File: src/rtl/stv_pkg.sv
`timescale 1ns / 1ps

package stv_pkg;

    localparam int NumServos = 8;
    localparam int IdxW      = 3;
    localparam int DivSteps  = 9;

    // Reciprocal of 38 scaled by 2**20, exact for products below 30841.
    localparam int RecipMul   = 27595;
    localparam int RecipShift = 20;

    typedef enum logic [1:0] {
        FUNC_TARGET = 2'd0,
        FUNC_DIRECT = 2'd1,
        FUNC_TICK   = 2'd2,
        FUNC_NONE   = 2'd3
    } t_func;

    typedef struct packed {
        logic accept_target;
        logic accept_direct;
        logic accept_tick;
        logic mask_load;
        logic idx_inc;
        logic div_start;
        logic interp;
        logic drv1;
        logic drv2;
        logic drv3;
    } t_cmd;

    typedef struct packed {
        logic cur_active;
        logic idx_end;
        logic div_busy;
    } t_sts;

    function automatic logic [2:0] chan_map(input logic [IdxW-1:0] idx);
        logic [2:0] c;
        case (idx)
            3'd0: c = 3'd1;
            3'd1: c = 3'd0;
            3'd2: c = 3'd5;
            3'd3: c = 3'd4;
            3'd4: c = 3'd3;
            3'd5: c = 3'd2;
            3'd6: c = 3'd7;
            default: c = 3'd6;
        endcase
        return c;
    endfunction

    function automatic logic pol_neg(input logic [IdxW-1:0] idx);
        logic p;
        case (idx)
            3'd1, 3'd3, 3'd4, 3'd6: p = 1'b1;
            default: p = 1'b0;
        endcase
        return p;
    endfunction

    function automatic logic [7:0] neutral(input logic [IdxW-1:0] idx);
        logic [7:0] n;
        case (idx)
            3'd0: n = 8'd79;
            3'd1: n = 8'd90;
            3'd2: n = 8'd77;
            default: n = 8'd94;
        endcase
        return n;
    endfunction

    function automatic logic signed [7:0] lo_lim(input logic [IdxW-1:0] idx);
        logic signed [7:0] l;
        case (idx)
            3'd1, 3'd5: l = -8'sd70;
            3'd3, 3'd7: l = -8'sd90;
            default: l = -8'sd35;
        endcase
        return l;
    endfunction

    function automatic logic signed [7:0] hi_lim(input logic [IdxW-1:0] idx);
        logic signed [7:0] h;
        case (idx)
            3'd1, 3'd5: h = 8'sd60;
            3'd3, 3'd7: h = 8'sd45;
            default: h = 8'sd100;
        endcase
        return h;
    endfunction

endpackage

File: src/rtl/stv_div.sv
`timescale 1ns / 1ps

module stv_div (
    input  logic        i_clk,
    input  logic        i_rst_n,
    input  logic        i_start,
    input  logic [15:0] i_el,
    input  logic [15:0] i_len,
    output logic        o_busy,
    output logic [8:0]  o_quot
);

    logic [3:0]  r_cnt;
    logic [15:0] r_rem;
    logic [8:0]  r_quot;
    logic [16:0] t;
    logic        ge;
    logic [16:0] diff;

    // The elapsed time never exceeds the length, so the first step takes no shift.
    assign t    = (r_cnt == 4'(stv_pkg::DivSteps)) ? {1'b0, r_rem} : {r_rem, 1'b0};
    assign ge   = t >= {1'b0, i_len};
    assign diff = t - {1'b0, i_len};

    always_ff @(posedge i_clk) begin
        if (!i_rst_n) begin
            r_cnt <= '0;
        end else if (i_start) begin
            r_cnt <= 4'(stv_pkg::DivSteps);
        end else if (r_cnt != 4'd0) begin
            r_cnt <= r_cnt - 4'd1;
        end
    end

    always_ff @(posedge i_clk) begin
        if (i_start) begin
            r_rem  <= i_el;
            r_quot <= '0;
        end else if (r_cnt != 4'd0) begin
            r_rem  <= ge ? diff[15:0] : t[15:0];
            r_quot <= {r_quot[7:0], ge};
        end
    end

    assign o_busy = r_cnt != 4'd0;
    assign o_quot = r_quot;

endmodule

File: src/rtl/stv_dp.sv
`timescale 1ns / 1ps

module stv_dp (
    input  logic                 i_clk,
    input  logic                 i_rst_n,
    input  stv_pkg::t_cmd        i_cmd,
    output stv_pkg::t_sts        o_sts,
    input  logic [2:0]           i_servo_index,
    input  logic signed [7:0]    i_angle,
    input  logic [15:0]          i_move_time,
    input  logic [31:0]          i_now_ms,
    input  logic                 i_cfg_we,
    input  logic [2:0]           i_cfg_index,
    input  logic [7:0]           i_cfg_data,
    output logic [2:0]           o_pwm_channel,
    output logic [11:0]          o_on_count,
    output logic [11:0]          o_off_count,
    output logic                 o_last
);

    localparam int N = stv_pkg::NumServos;

    logic signed [7:0] r_calib   [N];
    logic signed [7:0] r_cmd_pos [N];
    logic signed [7:0] r_st_pos  [N];
    logic signed [7:0] r_end_pos [N];
    logic [31:0]       r_st_time [N];
    logic [15:0]       r_len     [N];

    logic [31:0]                 r_now;
    logic [stv_pkg::IdxW-1:0]    r_idx;
    logic [N-1:0]                r_mask;
    logic signed [7:0]           r_deg;
    logic                        r_last;
    logic signed [9:0]           r_sum;
    logic [14:0]                 r_v;
    logic [2:0]                  r_chan;
    logic [11:0]                 r_on;
    logic [11:0]                 r_off;
    logic                        r_olast;

    logic [N-1:0]      n_mask;
    logic [31:0]       el_cur;
    logic              div_busy;
    logic [8:0]        quot;
    logic signed [8:0] diff;
    logic signed [18:0] prod;
    logic [7:0]        n_pos;
    logic [N-1:0]      above;
    logic              cur_last;
    logic signed [7:0] lo;
    logic signed [7:0] hi;
    logic signed [7:0] d0;
    logic signed [9:0] s;
    logic signed [10:0] t;
    logic signed [10:0] tc;
    logic [7:0]        x;
    logic [29:0]       qprod;
    logic [9:0]        span;
    logic [11:0]       on_n;

    always_comb begin
        logic [31:0] e;
        for (int i = 0; i < N; i++) begin
            e = i_now_ms - r_st_time[i];
            n_mask[i] = (r_len[i] != 16'd0) && (e[30:0] <= {15'd0, r_len[i]});
        end
    end

    assign el_cur = r_now - r_st_time[r_idx];

    stv_div u_div (
        .i_clk   (i_clk),
        .i_rst_n (i_rst_n),
        .i_start (i_cmd.div_start),
        .i_el    (el_cur[15:0]),
        .i_len   (r_len[r_idx]),
        .o_busy  (div_busy),
        .o_quot  (quot)
    );

    assign diff  = 9'(r_end_pos[r_idx]) - 9'(r_st_pos[r_idx]);
    assign prod  = diff * $signed({1'b0, quot});
    // Low byte of floor(diff*k/256) + start; the sum always fits a signed byte.
    assign n_pos = prod[15:8] + r_st_pos[r_idx];
    assign above = N'({N{1'b1}} << ({1'b0, r_idx} + 4'd1));
    assign cur_last = (r_mask & above) == '0;

    assign lo = stv_pkg::lo_lim(r_idx);
    assign hi = stv_pkg::hi_lim(r_idx);
    assign d0 = (r_deg > hi) ? hi : ((r_deg < lo) ? lo : r_deg);

    assign s  = stv_pkg::pol_neg(r_idx) ? -r_sum : r_sum;
    assign t  = 11'(s) + $signed({3'b000, stv_pkg::neutral(r_idx)});
    assign tc = (t > 11'sd185) ? 11'sd185 : ((t < -11'sd5) ? -11'sd5 : t);
    assign x  = 8'(tc + 11'sd5);

    assign qprod = 30'(r_v) * 30'(stv_pkg::RecipMul);
    assign span  = 10'(qprod[29:stv_pkg::RecipShift]) + 10'd90;
    assign on_n  = {r_idx, 9'd0};

    always_ff @(posedge i_clk) begin
        if (!i_rst_n) begin
            for (int i = 0; i < N; i++) begin
                r_calib[i]   <= '0;
                r_cmd_pos[i] <= '0;
                r_st_pos[i]  <= '0;
                r_end_pos[i] <= -8'sd1;
                r_st_time[i] <= '0;
                r_len[i]     <= '0;
            end
        end else begin
            if (i_cfg_we) begin
                r_calib[i_cfg_index] <= i_cfg_data;
            end
            if (i_cmd.accept_target) begin
                r_st_time[i_servo_index] <= i_now_ms;
                r_len[i_servo_index]     <= i_move_time;
                r_st_pos[i_servo_index]  <= r_cmd_pos[i_servo_index];
                r_end_pos[i_servo_index] <= i_angle;
            end
            if (i_cmd.accept_direct) begin
                r_end_pos[i_servo_index] <= i_angle;
            end
            if (i_cmd.drv1) begin
                r_cmd_pos[r_idx] <= r_deg;
            end
        end
    end

    always_ff @(posedge i_clk) begin
        if (i_cmd.accept_direct) begin
            r_idx  <= i_servo_index;
            r_deg  <= i_angle;
            r_last <= 1'b1;
        end
        if (i_cmd.accept_tick) begin
            r_now  <= i_now_ms;
            r_mask <= n_mask;
        end
        if (i_cmd.mask_load) begin
            r_idx <= '0;
        end
        if (i_cmd.idx_inc) begin
            r_idx <= r_idx + 3'd1;
        end
        if (i_cmd.interp) begin
            r_deg  <= n_pos;
            r_last <= cur_last;
        end
        if (i_cmd.drv1) begin
            r_sum <= 10'(d0) + 10'(r_calib[r_idx]);
        end
        if (i_cmd.drv2) begin
            r_v <= 15'(x) * 15'd91;
        end
        if (i_cmd.drv3) begin
            r_chan  <= stv_pkg::chan_map(r_idx);
            r_on    <= on_n;
            r_off   <= on_n + 12'(span);
            r_olast <= r_last;
        end
    end

    assign o_sts.cur_active = r_mask[r_idx];
    assign o_sts.idx_end    = r_idx == 3'(N - 1);
    assign o_sts.div_busy   = div_busy;

    assign o_pwm_channel = r_chan;
    assign o_on_count    = r_on;
    assign o_off_count   = r_off;
    assign o_last        = r_olast;

endmodule

File: src/rtl/stv_ctrl.sv
`timescale 1ns / 1ps

module stv_ctrl (
    input  logic          i_clk,
    input  logic          i_rst_n,
    input  logic          i_in_valid,
    input  logic [1:0]    i_func,
    output logic          o_in_stall,
    output logic          o_out_valid,
    input  logic          i_out_stall,
    input  stv_pkg::t_sts i_sts,
    output stv_pkg::t_cmd o_cmd
);

    typedef enum logic [2:0] {
        S_IDLE, S_MASK, S_SCAN, S_DIV, S_DRV1, S_DRV2, S_DRV3, S_OUT
    } t_state;

    t_state r_state;
    logic   r_tick;
    logic   r_out_valid;
    logic   acc;

    assign o_in_stall = r_state != S_IDLE;
    assign acc        = i_in_valid && (r_state == S_IDLE);

    always_comb begin
        o_cmd = '0;
        unique case (r_state)
            S_IDLE: begin
                if (acc) begin
                    unique case (stv_pkg::t_func'(i_func))
                        stv_pkg::FUNC_TARGET: o_cmd.accept_target = 1'b1;
                        stv_pkg::FUNC_DIRECT: o_cmd.accept_direct = 1'b1;
                        stv_pkg::FUNC_TICK:   o_cmd.accept_tick   = 1'b1;
                        default: ;
                    endcase
                end
            end
            S_MASK: o_cmd.mask_load = 1'b1;
            S_SCAN: begin
                if (i_sts.cur_active) begin
                    o_cmd.div_start = 1'b1;
                end else if (!i_sts.idx_end) begin
                    o_cmd.idx_inc = 1'b1;
                end
            end
            S_DIV:  o_cmd.interp = !i_sts.div_busy;
            S_DRV1: o_cmd.drv1 = 1'b1;
            S_DRV2: o_cmd.drv2 = 1'b1;
            S_DRV3: o_cmd.drv3 = 1'b1;
            S_OUT: begin
                if (!i_out_stall && r_tick && !i_sts.idx_end) begin
                    o_cmd.idx_inc = 1'b1;
                end
            end
            default: ;
        endcase
    end

    always_ff @(posedge i_clk) begin
        if (!i_rst_n) begin
            r_state     <= S_IDLE;
            r_tick      <= 1'b0;
            r_out_valid <= 1'b0;
        end else begin
            unique case (r_state)
                S_IDLE: begin
                    if (acc) begin
                        unique case (stv_pkg::t_func'(i_func))
                            stv_pkg::FUNC_DIRECT: begin
                                r_tick  <= 1'b0;
                                r_state <= S_DRV1;
                            end
                            stv_pkg::FUNC_TICK: begin
                                r_tick  <= 1'b1;
                                r_state <= S_MASK;
                            end
                            default: ;
                        endcase
                    end
                end
                S_MASK: r_state <= S_SCAN;
                S_SCAN: begin
                    if (i_sts.cur_active) begin
                        r_state <= S_DIV;
                    end else if (i_sts.idx_end) begin
                        r_state <= S_IDLE;
                    end
                end
                S_DIV: begin
                    if (!i_sts.div_busy) begin
                        r_state <= S_DRV1;
                    end
                end
                S_DRV1: r_state <= S_DRV2;
                S_DRV2: r_state <= S_DRV3;
                S_DRV3: begin
                    r_out_valid <= 1'b1;
                    r_state     <= S_OUT;
                end
                S_OUT: begin
                    if (!i_out_stall) begin
                        r_out_valid <= 1'b0;
                        r_state <= (r_tick && !i_sts.idx_end) ? S_SCAN : S_IDLE;
                    end
                end
                default: r_state <= S_IDLE;
            endcase
        end
    end

    assign o_out_valid = r_out_valid;

endmodule

File: src/rtl/servo_trajectory_pwm.sv
`timescale 1ns / 1ps
// Set-target words are accepted in the idle state and give no result.
// Direct-set words: the result word is valid after the DRV1, DRV2 and DRV3 steps.
// Tick words: the mask is loaded, then each servo is scanned in turn; each active servo
// goes through the 9-step divider, interpolation, 3 drive steps and output.
// One word is worked on at a time; stall on the output holds the word in progress.
// Synchronous active-low reset clears move state, calibration and handshakes; end positions reset to -1.
module servo_trajectory_pwm (
    input  logic               i_clk,
    input  logic               i_rst_n,
    input  logic               i_in_valid,
    output logic               o_in_stall,
    input  logic [1:0]         i_func,
    input  logic [2:0]         i_servo_index,
    input  logic signed [7:0]  i_angle,
    input  logic [15:0]        i_move_time,
    input  logic [31:0]        i_now_ms,
    output logic               o_out_valid,
    input  logic               i_out_stall,
    output logic [2:0]         o_pwm_channel,
    output logic [11:0]        o_on_count,
    output logic [11:0]        o_off_count,
    output logic               o_last,
    input  logic               i_cfg_valid,
    output logic               o_cfg_ready,
    input  logic [2:0]         i_cfg_index,
    input  logic [7:0]         i_cfg_data
);

    stv_pkg::t_cmd cmd;
    stv_pkg::t_sts sts;

    assign o_cfg_ready = 1'b1;

    stv_ctrl u_ctrl (
        .i_clk       (i_clk),
        .i_rst_n     (i_rst_n),
        .i_in_valid  (i_in_valid),
        .i_func      (i_func),
        .o_in_stall  (o_in_stall),
        .o_out_valid (o_out_valid),
        .i_out_stall (i_out_stall),
        .i_sts       (sts),
        .o_cmd       (cmd)
    );

    stv_dp u_dp (
        .i_clk         (i_clk),
        .i_rst_n       (i_rst_n),
        .i_cmd         (cmd),
        .o_sts         (sts),
        .i_servo_index (i_servo_index),
        .i_angle       (i_angle),
        .i_move_time   (i_move_time),
        .i_now_ms      (i_now_ms),
        .i_cfg_we      (i_cfg_valid && o_cfg_ready),
        .i_cfg_index   (i_cfg_index),
        .i_cfg_data    (i_cfg_data),
        .o_pwm_channel (o_pwm_channel),
        .o_on_count    (o_on_count),
        .o_off_count   (o_off_count),
        .o_last        (o_last)
    );

    a_busy_while_out: assert property (@(posedge i_clk) disable iff (!i_rst_n)
        o_out_valid |-> o_in_stall)
        else $error("input accepted while a result word is pending");

    a_stagger: assert property (@(posedge i_clk) disable iff (!i_rst_n)
        o_out_valid |-> (o_on_count[8:0] == 9'd0))
        else $error("on count not on a 512 boundary");

    a_pulse_span: assert property (@(posedge i_clk) disable iff (!i_rst_n)
        o_out_valid |-> ((12'(o_off_count - o_on_count) >= 12'd90) &&
                         (12'(o_off_count - o_on_count) <= 12'd545)))
        else $error("pulse width out of range");

endmodule
File: config.mk
export PLATFORM = sky130hd
export DESIGN_NAME = servo_trajectory_pwm
export DESIGN_NICKNAME = d
export VERILOG_FILES = /design/src/rtl/stv_pkg.sv /design/src/rtl/stv_div.sv /design/src/rtl/stv_dp.sv /design/src/rtl/stv_ctrl.sv /design/src/rtl/servo_trajectory_pwm.sv
export SDC_FILE = /design/constraint.sdc
export NUM_CORES = 2
export LEC_CHECK = 0
export CAP_MARGIN = 20
export CORE_ASPECT_RATIO = 1.4
export CORE_UTILIZATION = 50
export DETAILED_ROUTE_END_ITERATION = 7
export DONT_BUFFER_PORTS = 1
export GPL_ROUTABILITY_DRIVEN = 0
export PLACE_DENSITY = 0.65
export SYNTH_ARGS = -nofsm -noshare
export SYNTH_HDL_FRONTEND = slang
export SYNTH_SLANG_ARGS = --single-unit
export TNS_END_PERCENT = 1
File: constraint.sdc
create_clock -name i_clk -period 11.5 [get_ports i_clk]
set_clock_uncertainty 0.1 [all_clocks]
set_input_delay 3.45 -clock i_clk [delete_from_list [all_inputs] [get_ports i_clk]]
set_output_delay 3.45 -clock i_clk [all_outputs]
set_load 0.05 [all_outputs]
Word level (Yosys, flattened, before mapping)

Memory sizes are Yosys's and may differ from the RTL's. A register that Yosys moved wholly into a read port is not among the register bits.
Cells that the tools add are included.

Add/sub/neg operators: 21
Multiply operators: 3
Order comparisons: 14
Equality and inequality tests: 22
Shift-type cells: 1
Mux-type cells: 89
Bitwise operators: 3
Reduce and logical (&&, ||, !) cells: 47

Operators by type and width:

| operator               | count |
|---|---|
| $le 31x16->1           | 8 |
| $sub 31x31->31         | 8 |
| $reduce_bool 16->1     | 8 |
| $mux 8                 | 11 |
| $mux 16                | 4 |
| $mux 3                 | 21 |
| $mux 1                 | 37 |
| $mux 32                | 1 |
| $reduce_or 32->1       | 1 |
| $reduce_or 8->1        | 4 |
| $sub 16x16->16         | 2 |
| $mul 15x15->30 const B | 1 |
| $pmux 7 s2             | 2 |
| $eq 3x3->1 const B     | 8 |
| $pmux 3 s8             | 1 |
| $pmux 3 s7             | 1 |
| $ge 17x16->1           | 1 |
| $mux 17                | 1 |
| $mul 9x10->16          | 1 |
| $reduce_or 16->1       | 1 |
| $mul 8x7->15 const B   | 1 |
| $pmux 5 s3             | 1 |
| $add 12x10->12         | 1 |
| $eq 3x2->1 const B     | 4 |
| other kinds (46)       | 71 |

Flip-flop bits (word level): 114
Memory bits (writable): 640
Input bits: 77
Output and inout bits: 31
Logic and storage cells: 224
Memories: 6

Memory list:

| memory         | depth | width | read ports | clocked after memory_dff | write ports | line         | source |
|---|---|---|---|---|---|---|---|
| u_dp.r_st_time | 8     | 32    | 9          | 1                        | 8           | stv_dp.sv:27 | `logic [31:0] r_st_time [N];` |
| u_dp.r_len     | 8     | 16    | 9          | 1                        | 8           | stv_dp.sv:28 | `logic [15:0] r_len [N];` |
| u_dp.r_calib   | 8     | 8     | 1          | 1                        | 8           | stv_dp.sv:23 | `logic signed [7:0] r_calib [N];` |
| u_dp.r_cmd_pos | 8     | 8     | 1          | 0                        | 8           | stv_dp.sv:24 | `logic signed [7:0] r_cmd_pos [N];` |
| u_dp.r_end_pos | 8     | 8     | 1          | 1                        | 8           | stv_dp.sv:26 | `logic signed [7:0] r_end_pos [N];` |
| u_dp.r_st_pos  | 8     | 8     | 1          | 1                        | 8           | stv_dp.sv:25 | `logic signed [7:0] r_st_pos [N];` |

Logic depth before layout (Yosys ltp)

Depth after elaboration: 10
Gate-level depth with buffers: 43
Gate-level depth less buffers: 40

Hierarchy

From an unflattened synthesis, not the netlist that was laid out.

Cell total of the unflattened synthesis: 5848
Area, all modules: 60186.5 um2

By module, submodules not included:

| module               | instances | cells an instance | area an instance (um2) | seq. area each (um2) |
|---|---|---|---|---|
| stv_dp               | 1         | 5467              | 57146.1                | 21410.5 |
| stv_div              | 1         | 325               | 2553.7                 | 740.7 |
| stv_ctrl             | 1         | 54                | 475.5                  | 100.1 |
| servo_trajectory_pwm | 1         | 2                 | 11.3                   | 0.0 |

Worst setup path after synthesis

Ideal clock, no wire load.

Path type: reg-to-reg
Start: register with a tool-made name
End: register u_dp.r_deg[7], data pin
Library setup time: 0.155 ns
Arrival: 9.236 ns
Required time: 11.245 ns
Path slack: 2.008 ns
Stages on the path, launching flop included: 36
Buffers on the path: 3
Period minus slack after synthesis: 9.492 ns
Cells stage by stage: dfxtp_1 clkbuf_1 clkbuf_1 buf_1 mux4_2 mux2_2 ha_1 nor2b_1 o21ai_0 a21boi_0 o21ai_0 nand2b_1 a21o_1 a21oi_1 xnor2_1 nand2_1 fa_1 fa_1 fa_1 inv_1 fa_1 fa_1 ha_1 nor2b_1 o41a_1 a21oi_1 o21bai_1 a21o_1 xor2_1 ha_1 a21oi_1 o21ai_0 xnor2_1 xnor2_1 xnor3_1 o21ai_0

RTL lines:

| what                 | line          | source |
|---|---|---|
| end signal, assigned | stv_dp.sv:134 | `r_deg <= i_angle;` |
| end signal, assigned | stv_dp.sv:148 | `r_deg <= n_pos;` |
| end, declared        | stv_dp.sv:33  | `logic signed [7:0] r_deg;` |

==> flow_metrics.env <==
export IMPL_outcome="finished, final reports clean"
export IMPL_hold_viol_final=0
export IMPL_dr_total_vias=43900
export IMPL_first_global_vias=43800
export IMPL_synthCells=5841
export IMPL_drtIter0Drc=3122
export IMPL_cts_hold_buf=0
export IMPL_synth_top_family_by_area="adder cells"
export IMPL_grt_usage_pct=27.4
export IMPL_tritoncts="yes"
export IMPL_port_buffers=0
export IMPL_cp_common_cell="fa_1"
export IMPL_wl_per_cell_um=22.1
export IMPL_rsz0062_at_grt="false"
export IMPL_syn2layout_area_growth_pct=7.82
export IMPL_cts_setup_buffers=0
export IMPL_wl_mm=165
export IMPL_cts_buffers=80
export IMPL_clock_latency_ns=0.71
export IMPL_fp_coreArea_mm2=0.118
export IMPL_slew_headroom_pct=28.1
export IMPL_dp_hpwl_mm=124
export IMPL_initial_utilization_pct=50.5
export IMPL_cts_sinks=748
export IMPL_drc_errors=0
export IMPL_crit_family="adder cells"
export IMPL_path_max_fanout=35
export IMPL_pin_count=108
export IMPL_synth_edff_count=727
export IMPL_final_cell_count_no_fill=7480
export IMPL_hold_class="register to register"
export IMPL_synthSimpleGateAreaFrac_pct=15.8
export IMPL_cp_arrival_ns=10.15
export IMPL_ys_warn_count=0
export IMPL_crit_type="register to register"
export IMPL_synth_ff_type="edfxtp_1"
export IMPL_maxSlewViolCount=0
export IMPL_nNetsFinal=6720
export IMPL_clk_pin_slew_worst_paths_ns=0.06
export IMPL_final_setup_viol_count=0
export IMPL_synth_xor_area_share_pct=3.68
export IMPL_final_layout_size_suffix_gt1_share_pct=7.30
export IMPL_synth_area_mm2=0.0597
export IMPL_ctsResizeCount=0
export IMPL_synth_area_mux_share_pct=6.44
export IMPL_synth_avg_cell_area_um2=10.2
export IMPL_place_area_mm2=0.0616
export IMPL_worstSetupEndpointType="register"
export IMPL_place_inst=7321
export IMPL_antenna_found_initial=5
export IMPL_drt_pass1_iterations=6
export IMPL_min_delay_start="u_ctrl.r_tick$_SDFFE_PN0P_"
export IMPL_cap_violations=0
export IMPL_synth_async_sr_flop_share_pct=0
export IMPL_post_route_min_period_ns=9.74
export IMPL_period_share_pct=84.7
export IMPL_vias_per_cell=5.87
export IMPL_grt_pass1_wl_mm=252
export IMPL_hold_worst_slack_ns=0.397
export IMPL_critPathRequiredTime_ns=11.91
export IMPL_fmax_mhz=103
export IMPL_cp_num_buf_inv=2
export IMPL_ant_nets=0
export IMPL_die_height_um=411
export IMPL_grt_overflow_total=0
export IMPL_seq_area_frac_synth_pct=37.3
export IMPL_rows=149
export IMPL_final_area_mm2=0.0644
export IMPL_fillerInstances=10500
export IMPL_slowest_delay_ns=0.67
export IMPL_critPathSlowestCell="buf_4"
export IMPL_cts_root_buf="clkbuf_16"
export IMPL_start_kind="register"
export IMPL_tightest_slew_ns=1.07
export IMPL_final_common_cell="inv_1"
export IMPL_final_setup_tns_ns=0
export IMPL_synth_compound_area_share_pct=11.7
export IMPL_grt_start_max_net_pins=101
export IMPL_synth_seq_cells=748
export IMPL_cts_htree_levels=3
export IMPL_die_w_um=294
export IMPL_ctsLongestPathBuffers=3
export IMPL_layout_common_cells="749 x inv_1, 727 x edfxtp_1, 655 x ha_1"
export IMPL_ys_types=88
export IMPL_die_area_mm2=0.121
export IMPL_synth_adder_area_share_pct=19.3
==> kinds of logic (layout without fill, tap and decap cells) <==
logic type      count (synthesis)  count (layout)
simple gates                 1779            1779
compound gates               1092            1092
buf+inv                       919             959
fa+ha+maj                     821             821
flops                         748             748
xor+xnor                      248             248
mux                           232             232
other cells                     2              16
==> cell type report <==
| class | count | area (um^2) | area share (%) |
|---|---|---|---|
| multi-input cells | 4182 | 34100 | 53.0 |
| flip-flops and latches | 748 | 22300 | 34.6 |
| inverters | 753 | 2830 | 4.39 |
| clock buffers | 98 | 2180 | 3.39 |
| well taps | 1585 | 1980 | 3.08 |
| clock inverters | 51 | 557 | 0.865 |
| repair buffers | 57 | 455 | 0.707 |
| diodes | 6 | 15.0 | 0.0233 |
==> state kept, by name, indices dropped and copies added (netlist names), 12 cells and up, named ones only <==
| name | flops |
|---|---|
| u_dp.r_now | 16 |
| u_dp.r_len | 128 |
| u_dp.r_end_pos | 64 |
| u_dp.r_st_time | 248 |
| u_dp.r_cmd_pos | 64 |
| u_dp.r_st_pos | 64 |
| u_dp.o_off_count | 12 |
| u_dp.r_calib | 64 |
| u_dp.u_div.r_rem | 16 |
| u_dp.r_v | 15 |
==> path summary, 6_finish.rpt <==
path	slack, ns	endpoint	cells past startpoint
worst min register to register	0.40	u_ctrl.r_tick$_SDFFE_PN0P_	2
worst min-delay path	0.40	u_ctrl.r_tick$_SDFFE_PN0P_	2
worst max register to register	1.76	u_dp.r_deg[7]$_DFFE_PP_	29
worst max-delay path	1.76	u_dp.r_deg[7]$_DFFE_PP_	29
==> Yosys cell counts, types with 41 or more instances <==
cell / count / area (um^2)
nand4_1: 62 / 388
and2_1: 387 / 2420
or2_2: 44 / 275
o21ai_0: 252 / 1260
xnor2_1: 174 / 1520
nand2_1: 291 / 1090
edfxtp_1: 727 / 21800
mux2i_1: 76 / 761
nor3_1: 90 / 450
nor4_1: 55 / 344
nand2b_1: 91 / 569
xor2_1: 72 / 631
a21oi_1: 304 / 1520
clkbuf_1: 137 / 514
nor2b_1: 72 / 450
and3_1: 168 / 1050
mux4_2: 118 / 2660
o21bai_1: 41 / 308
nand3_1: 93 / 465
o21a_1: 67 / 503
a31oi_1: 41 / 257
or3_1: 45 / 282
inv_1: 749 / 2810
nor2_1: 327 / 1230
fa_1: 166 / 3320
ha_1: 655 / 8200
a21o_1: 119 / 893
==> stage by stage <==
| stage | utilization (%) | worst slack [ns] |
|---|---|---|
| 4_1_cts | 54.4 | 1.70 |
| 5_1_grt | 54.5 | 1.18 |
| 6_report | 54.5 | 1.76 |
| 3_5_place_dp | 52.1 | 1.74 |
| 2_1_floorplan | - | 2.01 |
| 3_3_place_gp | 52.1 | 1.67 |
==> worst reg2reg max path, delay by kind of cell, from the launching register on <==
| kind | cells | cell delay (ns) |
|---|---|---|
| xor+xnor | 5 | 1.55 |
| buf+inv | 2 | 0.73 |
| simple gates | 4 | 0.49 |
| flops | 1 | 0.61 |
| compound gates | 8 | 1.54 |
| mux | 2 | 1.07 |
| fa+ha+maj | 8 | 3.48 |
==> routing by layer <==
| metal | wire (um) | vias to the layer above | share of wire [%] | track usage, % |
|---|---|---|---|---|
| li1 | - | 20900 | - | - |
| met1 | 63500 | 21500 | 38 | 31.4 |
| met2 | 81900 | 1233 | 50 | 48.3 |
| met3 | 8280 | 375 | 5.0 | 3.47 |
| met4 | 11300 | 6 | 6.8 | 16.8 |
| met5 | 33 | - | 0.020 | 0 |
Power is not shown: default switching activity piles up to over one toggle a cycle in this logic, so the estimate is an artifact.
